==> config.mk <==
export PLATFORM = sky130hd
export DESIGN_NAME = sorted_sample_range_counter
export DESIGN_NICKNAME = d
export VERILOG_FILES = /design/src/design/ssrc_pkg.sv /design/src/design/sorted_sample_range_counter.sv /design/src/design/ssrc_front.sv /design/src/design/ssrc_queue.sv /design/src/design/ssrc_back.sv
export SDC_FILE = /design/constraint.sdc
export NUM_CORES = 2
export LEC_CHECK = 0
export BUFFER_PORTS_ARGS = -buffer_cell sky130_fd_sc_hd__buf_2
export CAP_MARGIN = 20
export CORE_ASPECT_RATIO = 1.75
export CORE_MARGIN = 5
export CORE_UTILIZATION = 53
export DETAILED_ROUTE_END_ITERATION = 8
export GPL_TIMING_DRIVEN = 0
export PLACE_DENSITY = 0.68
export SYNTH_ARGS = -nofsm -noshare
export SYNTH_HDL_FRONTEND = slang
export SYNTH_SLANG_ARGS = --single-unit
==> constraint.sdc <==
create_clock -name clk -period 6.1 [get_ports clk]
set_input_delay 0.61 -clock clk [delete_from_list [all_inputs] [get_ports clk]]
set_output_delay 0.61 -clock clk [all_outputs]
set_load 0.02 [all_outputs]
==> src/design/ssrc_pkg.sv <==
package ssrc_pkg;

  localparam int MAX_SAMPLES = 64;
  localparam int SAMPLE_BITS = 12;
  localparam int CNT_BITS = $clog2(MAX_SAMPLES + 1);
  localparam int RANGE_BITS = 7;
  localparam int RANGE_MAX = 127;
  localparam int RCNT_BITS = (CNT_BITS > RANGE_BITS) ? CNT_BITS : RANGE_BITS;
  localparam int QUEUE_DEPTH = 4;
  localparam int QPTR_BITS = $clog2(QUEUE_DEPTH);
  localparam int QCNT_BITS = $clog2(QUEUE_DEPTH + 1);

  typedef struct packed {
    logic [SAMPLE_BITS-1:0] sample;
    logic                   last_sample;
  } in_item_t;

  typedef struct packed {
    logic [RANGE_BITS-1:0] range_count;
    logic                  overflow;
  } out_item_t;

  typedef struct packed {
    logic [SAMPLE_BITS-1:0] sample;
    logic                   last_sample;
    logic                   keep;
    logic                   overflow;
  } queue_entry_t;

  typedef enum logic [1:0] {
    ST_LOAD  = 2'b01,
    ST_COUNT = 2'b10
  } back_state_t;

endpackage

==> src/design/sorted_sample_range_counter.sv <==
// channel  valid      stall      payload
// input    in_valid   in_stall   in_item  (sample, last_sample)
// result   out_valid  out_stall  out_item (range_count, overflow)
//
// A sample is inserted into the sorted cell chain in the same cycle as it leaves the queue.
// After the last sample, the chain shifts out one cell a cycle; out_valid rises once only
// the first cell of the set is left in the chain and the result register is free.
// rst_n is synchronous; it empties the queue and the chain.
// Input transfers continue into the 4-entry queue while the chain drains or the
// result waits on out_stall; in_stall rises once the queue is full.
module sorted_sample_range_counter (
  input  logic                clk,
  input  logic                rst_n,
  input  logic                in_valid,
  output logic                in_stall,
  input  ssrc_pkg::in_item_t  in_item,
  output logic                out_valid,
  input  logic                out_stall,
  output ssrc_pkg::out_item_t out_item
);

  logic                   q_full;
  logic                   q_push;
  logic                   q_pop;
  logic                   q_nonempty;
  ssrc_pkg::queue_entry_t q_push_data;
  ssrc_pkg::queue_entry_t q_head;

  ssrc_front u_front (
    .clk         (clk),
    .rst_n       (rst_n),
    .in_valid    (in_valid),
    .in_stall    (in_stall),
    .in_item     (in_item),
    .q_full      (q_full),
    .q_push      (q_push),
    .q_push_data (q_push_data)
  );

  ssrc_queue u_queue (
    .clk       (clk),
    .rst_n     (rst_n),
    .push      (q_push),
    .push_data (q_push_data),
    .full      (q_full),
    .pop       (q_pop),
    .head      (q_head),
    .nonempty  (q_nonempty)
  );

  ssrc_back u_back (
    .clk        (clk),
    .rst_n      (rst_n),
    .head       (q_head),
    .q_nonempty (q_nonempty),
    .q_pop      (q_pop),
    .out_valid  (out_valid),
    .out_stall  (out_stall),
    .out_item   (out_item)
  );

endmodule

==> src/design/ssrc_front.sv <==
module ssrc_front (
  input  logic                  clk,
  input  logic                  rst_n,
  input  logic                  in_valid,
  output logic                  in_stall,
  input  ssrc_pkg::in_item_t    in_item,
  input  logic                  q_full,
  output logic                  q_push,
  output ssrc_pkg::queue_entry_t q_push_data
);

  logic [ssrc_pkg::CNT_BITS-1:0] fill_r, fill_nxt;
  logic                          ovf_r, ovf_nxt;
  logic                          keep;

  assign in_stall = q_full;
  assign q_push   = in_valid && !q_full;
  assign keep     = fill_r < ssrc_pkg::CNT_BITS'(ssrc_pkg::MAX_SAMPLES);

  always_comb begin
    q_push_data.sample      = in_item.sample;
    q_push_data.last_sample = in_item.last_sample;
    q_push_data.keep        = keep;
    q_push_data.overflow    = ovf_r || !keep;
  end

  always_comb begin
    fill_nxt = fill_r;
    ovf_nxt  = ovf_r;
    if (q_push) begin
      if (in_item.last_sample) begin
        fill_nxt = '0;
        ovf_nxt  = 1'b0;
      end else if (keep) begin
        fill_nxt = fill_r + 1'b1;
      end else begin
        ovf_nxt = 1'b1;
      end
    end
  end

  always_ff @(posedge clk) begin
    if (!rst_n) begin
      fill_r <= '0;
      ovf_r  <= 1'b0;
    end else begin
      fill_r <= fill_nxt;
      ovf_r  <= ovf_nxt;
    end
  end

endmodule

==> src/design/ssrc_queue.sv <==
module ssrc_queue (
  input  logic                   clk,
  input  logic                   rst_n,
  input  logic                   push,
  input  ssrc_pkg::queue_entry_t push_data,
  output logic                   full,
  input  logic                   pop,
  output ssrc_pkg::queue_entry_t head,
  output logic                   nonempty
);

  ssrc_pkg::queue_entry_t          mem_r [ssrc_pkg::QUEUE_DEPTH];
  logic [ssrc_pkg::QPTR_BITS-1:0]  wr_r, wr_nxt, rd_r, rd_nxt;
  logic [ssrc_pkg::QCNT_BITS-1:0]  cnt_r, cnt_nxt;

  assign full     = cnt_r == ssrc_pkg::QCNT_BITS'(ssrc_pkg::QUEUE_DEPTH);
  assign nonempty = cnt_r != '0;
  assign head     = mem_r[rd_r];

  always_comb begin
    wr_nxt  = push ? wr_r + 1'b1 : wr_r;
    rd_nxt  = pop ? rd_r + 1'b1 : rd_r;
    cnt_nxt = cnt_r;
    if (push && !pop) begin
      cnt_nxt = cnt_r + 1'b1;
    end else if (pop && !push) begin
      cnt_nxt = cnt_r - 1'b1;
    end
  end

  always_ff @(posedge clk) begin
    if (push) begin
      mem_r[wr_r] <= push_data;
    end
  end

  always_ff @(posedge clk) begin
    if (!rst_n) begin
      wr_r  <= '0;
      rd_r  <= '0;
      cnt_r <= '0;
    end else begin
      wr_r  <= wr_nxt;
      rd_r  <= rd_nxt;
      cnt_r <= cnt_nxt;
    end
  end

endmodule

==> src/design/ssrc_back.sv <==
module ssrc_back (
  input  logic                   clk,
  input  logic                   rst_n,
  input  ssrc_pkg::queue_entry_t head,
  input  logic                   q_nonempty,
  output logic                   q_pop,
  output logic                   out_valid,
  input  logic                   out_stall,
  output ssrc_pkg::out_item_t    out_item
);

  localparam int N = ssrc_pkg::MAX_SAMPLES;

  ssrc_pkg::back_state_t            state_r, state_nxt;
  logic [ssrc_pkg::SAMPLE_BITS-1:0] cell_r   [N];
  logic [ssrc_pkg::SAMPLE_BITS-1:0] cell_nxt [N];
  logic [N-1:0]                     vld_r, vld_nxt;
  logic [N-1:0]                     gt;
  logic [ssrc_pkg::RCNT_BITS-1:0]   rcnt_r, rcnt_nxt;
  logic                             ovf_r, ovf_nxt;
  logic                             out_valid_r, out_valid_nxt;
  ssrc_pkg::out_item_t              out_item_r, out_item_nxt;
  logic                             out_free;
  logic                             insert;
  logic [ssrc_pkg::SAMPLE_BITS-1:0] gap;

  assign out_valid = out_valid_r;
  assign out_item  = out_item_r;
  assign out_free  = !out_valid_r || !out_stall;
  assign q_pop     = (state_r == ssrc_pkg::ST_LOAD) && q_nonempty;
  assign insert    = q_pop && head.keep;
  assign gap       = cell_r[1] - cell_r[0];

  always_comb begin
    for (int i = 0; i < N; i++) begin
      gt[i] = !vld_r[i] || (cell_r[i] > head.sample);
    end
  end

  always_comb begin
    state_nxt     = state_r;
    vld_nxt       = vld_r;
    rcnt_nxt      = rcnt_r;
    ovf_nxt       = ovf_r;
    out_valid_nxt = out_valid_r && out_stall;
    out_item_nxt  = out_item_r;
    for (int i = 0; i < N; i++) begin
      cell_nxt[i] = cell_r[i];
    end
    case (state_r)
      ssrc_pkg::ST_LOAD: begin
        if (insert) begin
          for (int i = 0; i < N; i++) begin
            if (gt[i]) begin
              if (i == 0) begin
                cell_nxt[i] = head.sample;
                vld_nxt[i]  = 1'b1;
              end else if (!gt[i-1]) begin
                cell_nxt[i] = head.sample;
                vld_nxt[i]  = 1'b1;
              end else begin
                cell_nxt[i] = cell_r[i-1];
                vld_nxt[i]  = vld_r[i-1];
              end
            end
          end
        end
        if (q_pop && head.last_sample) begin
          ovf_nxt   = head.overflow;
          rcnt_nxt  = ssrc_pkg::RCNT_BITS'(1);
          state_nxt = ssrc_pkg::ST_COUNT;
        end
      end
      ssrc_pkg::ST_COUNT: begin
        if (vld_r[1]) begin
          if (gap > ssrc_pkg::SAMPLE_BITS'(1)) begin
            rcnt_nxt = rcnt_r + 1'b1;
          end
          for (int i = 0; i < N - 1; i++) begin
            cell_nxt[i] = cell_r[i+1];
            vld_nxt[i]  = vld_r[i+1];
          end
          vld_nxt[N-1] = 1'b0;
        end else if (out_free) begin
          out_valid_nxt = 1'b1;
          out_item_nxt.overflow = ovf_r;
          if (rcnt_r > ssrc_pkg::RCNT_BITS'(ssrc_pkg::RANGE_MAX)) begin
            out_item_nxt.range_count = ssrc_pkg::RANGE_BITS'(ssrc_pkg::RANGE_MAX);
          end else begin
            out_item_nxt.range_count = rcnt_r[ssrc_pkg::RANGE_BITS-1:0];
          end
          vld_nxt[0] = 1'b0;
          state_nxt  = ssrc_pkg::ST_LOAD;
        end
      end
      default: begin
        state_nxt = ssrc_pkg::ST_LOAD;
      end
    endcase
  end

  always_ff @(posedge clk) begin
    for (int i = 0; i < N; i++) begin
      cell_r[i] <= cell_nxt[i];
    end
    rcnt_r     <= rcnt_nxt;
    ovf_r      <= ovf_nxt;
    out_item_r <= out_item_nxt;
  end

  always_ff @(posedge clk) begin
    if (!rst_n) begin
      state_r     <= ssrc_pkg::ST_LOAD;
      vld_r       <= '0;
      out_valid_r <= 1'b0;
    end else begin
      state_r     <= state_nxt;
      vld_r       <= vld_nxt;
      out_valid_r <= out_valid_nxt;
    end
  end

endmodule

== After elaboration in Yosys (flattened, before gate mapping) ==
Memory sizes are Yosys's and may differ from the RTL's. A register that Yosys moved wholly into a read port is not among the register bits.
Cells that the tools add are included.

* Shifts and indexed selects: 0
* Equal/unequal tests: 75
* Multiply operators: 0
* Bitwise gates (word level): 1
* Magnitude comparators: 67
* Divide/modulo/power cells: 0
* Multiplexer cells: 284
* Reductions and logical operators: 217
* Add/sub/neg operators: 7

{| class="wikitable"
|+ Operators with widths
! kind !! count
|-
| 12-bit two-way mux || 128
|-
| 756-bit one-hot mux with 2 select lines || 1
|-
| 12-bit greater-than comparator || 64
|-
| 768-bit two-way mux || 1
|-
| 756-bit two-way mux || 1
|-
| 4-bit AND reduction || 64
|-
| 1-bit two-way mux || 136
|-
| 2-bit by 1-bit != test with 1-bit output, second input constant || 68
|-
| 64-bit one-hot mux with 2 select lines || 1
|-
| 1-bit logical NOT || 70
|-
| 1-bit logical OR || 66
|-
| 64-bit two-way mux || 1
|-
| 63-bit two-way mux || 1
|-
| 7-bit two-way mux || 5
|-
| 7-bit by 1-bit adder with 7-bit output, second input constant || 2
|-
| 7-bit one-hot mux with 2 select lines || 1
|-
| 12-bit by 1-bit greater-than comparator with 1-bit output, second input constant || 1
|-
| 12-bit subtractor || 1
|-
| 2-bit two-way mux || 5
|-
| 3-bit AND reduction || 3
|-
| 7-bit greater-than comparator, second input constant || 1
|-
| 1-bit logical AND || 7
|-
| 7-bit < comparator, second input constant || 1
|-
| 3-bit two-way mux || 2
|-
| 13 further kinds || 20
|}

* Word-level logic and storage cells: 728
* Bits in latches: 0
* Input bits: 17
* Flip-flop bits (word level): 98
* Memory bits (read-only): 0
* Memory bits (writable): 828
* Memories kept: 2

{| class="wikitable"
|+ Memories
! name !! depth !! bits a word !! rd ports !! clocked after Yosys merged registers in !! wr ports !! line !! text
|-
| u_back.cell_r || 64 || 12 || 64 || 0 || 64 || ssrc_back.sv:15 || <nowiki>logic [ssrc_pkg::SAMPLE_BITS-1:0] cell_r [N];</nowiki>
|-
| u_queue.mem_r || 4 || 15 || 1 || 1 || 1 || ssrc_queue.sv:12 || <nowiki>ssrc_pkg::queue_entry_t mem_r [ssrc_pkg::QUEUE_DEPTH];</nowiki>
|}

== Logic depth before layout (Yosys ltp) ==
* Depth after elaboration: 7
* Depth in mapped cells: 12

== Cells and area by module ==
From an unflattened synthesis, not the netlist that was laid out.

* Cells, all modules: 5640
* Area total of the unflattened synthesis: 61335.1 um^2

{| class="wikitable"
|+ Modules (own cells, without submodules)
! module !! times used !! sequential area each (um^2) !! area an instance (um^2) !! cells each
|-
| ssrc_back || 1 || 24883.9 || 58150.8 || 5456
|-
| ssrc_queue || 1 || 1981.9 || 2641.3 || 121
|-
| ssrc_front || 1 || 160.2 || 543.0 || 63
|}

== Least setup slack after synthesis ==
Ideal clock, no wire load.

* Kind: reg-to-reg
* Start point: register with a tool-made name
* End point: memory u_back.cell_r[0][0] (netlist bit) (enable)
* Buffers on the path: 3
* Library setup time: 0.380 ns
* Cell stages (with the launch flop): 13
* Data arrival time: 4.331 ns
* Path slack: 1.388 ns
* Data required time: 5.720 ns
* Cell sequence: dfxtp_1 -> buf_6 -> buf_6 -> mux4_2 -> inv_1 -> ha_1 -> and3_1 -> nand4_1 -> o21ai_0 -> o221ai_1 -> clkbuf_1 -> nor2_1 -> nor2_1

{| class="wikitable"
|+ RTL lines
! element !! line
|-
| to (decl) || ssrc_back.sv:15
|}

==> run metrics <==
antenna viol nets, final=0; FFs w/ async S/R, synth=0; cell area after synthesis=65800 µm²; period utilization=0.935; DR vias=62900; Final Skew=0.0413 ns; Int Pwr=24600 µW; Tot GR Track Use=0.380; Worst R2R Setup Slack=0.40 ns; Hold Path Sink=u_queue.mem_r[1][5]; die area=132000 µm²; Setup Fix Bufs, Post-CTS=0; Hold WC Path Type=in -> reg; Sink Count=928; Post-synth top flop=edfxtp_1; routed length per instance=29.5 µm; WHS Path Cells=1; Reg clk slew, reported paths=~0.070 ns; initial antenna violation count=14; HPWL Detailed=198000 µm; switching power total=between 20000 and 25000 µW; CP Class=reg -> reg; Period minus WS final=5.70 ns; crit path capture type=flip-flop; VDD IR max=427 µV; Clk network pwr share=0.125; WL final=~260000 µm; Max-Cap Viols=0; layout cells sized above 1=0.0529; Power Dens Cells=689 nW/µm²; Seq. cell area=27000 µm²; Mean Syn Cell Area=9.31 µm²; Initial Util=0.532; CP max stage delay=around 0.88 ns; most frequent cells in the layout=nand2_1, edfxtp_1, nand4_1; synthesized net count=7871; Fill cells=between 10000 and 15000; Post-synth EDFFs=844; DR iter-0 viols=6730; Hold Crit Start=in_item[3]; H-tree depth=3; Port Buf Inserts=25; RSZ-0062 raised after global routing=false; Root Driver=clkbuf_16; Nets=8021; Yosys cell types=68; CTS buffer count=93; largest net degree at the start of global routing=slightly below 50; first-pass GRT wire length=382000 µm; fraction of the yosys area taken by sequential cells=0.411; multi-input combinational cell area=36000 µm²; DRT Pass-1 Iters=8; critical-path maximum fanout=34; num ports=27; core area=between 100000 and 150000 µm²; leakage=0.0274 µW; gr ovfl total=0; Worst slew margin=0.126; DRC=0; Critical Path, Cell by Cell=buf_2, mux4_2, inv_4, buf_16, ha_1, and3_1, nand4_1, o21a_1, o221ai_1, clkbuf_1, nor2_1, nor2_1; fraction of power consumed by sequential logic=0.326; outcome=finished clean; hold-fix buffers at CTS=0; Area Overhead vs Synth=9.07%; YS warnings=0; logic gate share of total power=0.550; vias in the first global route=~63000; TritonCTS clock tree=yes; Worst Setup Start Kind=flip-flop; RePlAce Congestion=between 1 and 1.5; Critical Path AT=between 6 and 7 ns; Core Util, Final=0.580; most common cell after layout, fill and taps aside=nand2_1; crit-path leading delay family=buffers and inverters; f_max=roughly 180 MHz; FF+latch count, synth=928; final hold slack=roughly 0.095 ns; final hold vios=0; Slew @ Worst Pin=1.31 ns; Via density=7.02; worst-path cell with the longest stage delay=nor2_1; Post-CTS Resized=0; reg2reg path depth=12; worst r2r dst=u_back.cell_r[0][4]; Die H=476 µm; Final Slew Violations=0; Final setup viols=0; CP most frequent cell=nor2_1; Synth Instances=around 7100; clk buf depth=3; overall die width=276 µm; Skew-Pair Late Insertion Delay=0.75 ns; number of cell rows=171; Worst EP required=6.44 ns; Bufs and invs on worst path=4; switch share=0.502
[stage by stage]
step	setup WS [ns]	total power, µW	cell area, µm²	cells	TNS (ns)
2_1_floorplan	1.39	31300	65800	7066	0
3_3_place_gp	-2.27	40700	68000	8734	-1978.35
3_5_place_dp	0.430	42100	68600	8761	0
4_1_cts	0.420	48300	71700	8935	0
5_1_grt	0.263	51900	71700	8941	0
6_report	0.399	49400	71800	8953	0
[power groups by stage]
stage | Combinational, µW | Sequential (µW) | Clock (µW)
after floorplan | 17200 | 14100 | 0
after global placement | 24800 | 15900 | 0
after detailed placement | 26100 | 16000 | 0
after CTS | 26300 | 15900 | 6160
after global routing | 29300 | 16200 | 6380
final | 27200 | 16100 | 6160
[worst max-delay path by stage]
stage,slack [ns],from,endpoint,cells past startpoint
final,0.40,flip-flop,u_back.cell_r[0][4],12
after global routing,0.26,flip-flop,u_back.cell_r[0][6],12
after CTS,0.42,flip-flop,u_back.cell_r[0][4],12
after detailed placement,0.43,flip-flop,u_back.cell_r[0][7],12
after global placement,-2.27,flip-flop,u_back.cell_r[0][5],11
after floorplan,1.39,flip-flop,u_back.cell_r[0][0],12
[sequential cells by signal, indices dropped and copies added (netlist names), named ones only]
register          cells
u_back.vld_r         64
u_back.out_valid      1
u_queue.mem_r        60
u_front.ovf_r         1
u_back.ovf_r          1
u_back.out_item       8
u_back.state_r        2
u_queue.wr_r          2
u_queue.cnt_r         3
u_back.rcnt_r         7
u_back.cell_r       768
u_front.fill_r        7
u_queue.rd_r          2
[cell type report]
| type | instances | area share |
|---|---|---|
| timing repair buffer | 55 | 0.00987 |
| tap | 1643 | 0.0286 |
| antenna | 15 | 0.000523 |
| multi-input combinational | 5473 | 0.501 |
| clock inverter | 53 | 0.00737 |
| inverter | 124 | 0.00701 |
| sequential | 928 | 0.377 |
| clock buffer | 121 | 0.0362 |
| buffer | 541 | 0.0328 |
[synthesized netlist by cell type, types with 23 or more instances]
library cell / instances / area share
nand3_1: 705 / 0.054
and2_1: 89 / 0.0085
nor2b_1: 44 / 0.0042
dfxtp_1: 84 / 0.026
edfxtp_1: 844 / 0.39
o21ai_0: 772 / 0.059
a21o_1: 111 / 0.013
a21oi_1: 166 / 0.013
nor3_1: 44 / 0.0033
or3_1: 47 / 0.0045
a41oi_1: 59 / 0.0079
o211ai_1: 275 / 0.031
o21ai_1: 24 / 0.0018
buf_6: 24 / 0.0041
nand4_1: 810 / 0.077
nor2_1: 187 / 0.011
a211oi_1: 44 / 0.0050
o31ai_1: 25 / 0.0029
clkbuf_1: 394 / 0.022
and3_1: 92 / 0.0087
inv_1: 123 / 0.0070
buf_2: 96 / 0.0073
ha_1: 786 / 0.15
nand2b_1: 62 / 0.0059
nand2_1: 882 / 0.050
a211o_1: 23 / 0.0031
[kinds of logic (layout without fill, tap and decap cells)]
logic type,after synthesis,count (layout),synth area share
other cells,0,15,0
mux,41,41,0.00932
xor+xnor,20,20,0.00266
fa+ha+maj,788,788,0.150
simple gates,3003,3003,0.231
flops,928,928,0.411
compound gates,1621,1621,0.153
buf+inv,665,894,0.0428
[layer usage]
metal,vias up,GRT usage,routed length [µm],part of all wire
met1,30000,0.375,83600,0.32
met4,4,0.352,30800,0.12
met3,1456,0.0742,20600,0.078
li1,27700,-,-,-
met2,3724,0.665,129000,0.49
met5,-,0,19,0.000072
Power figures use the tool's default switching activity.
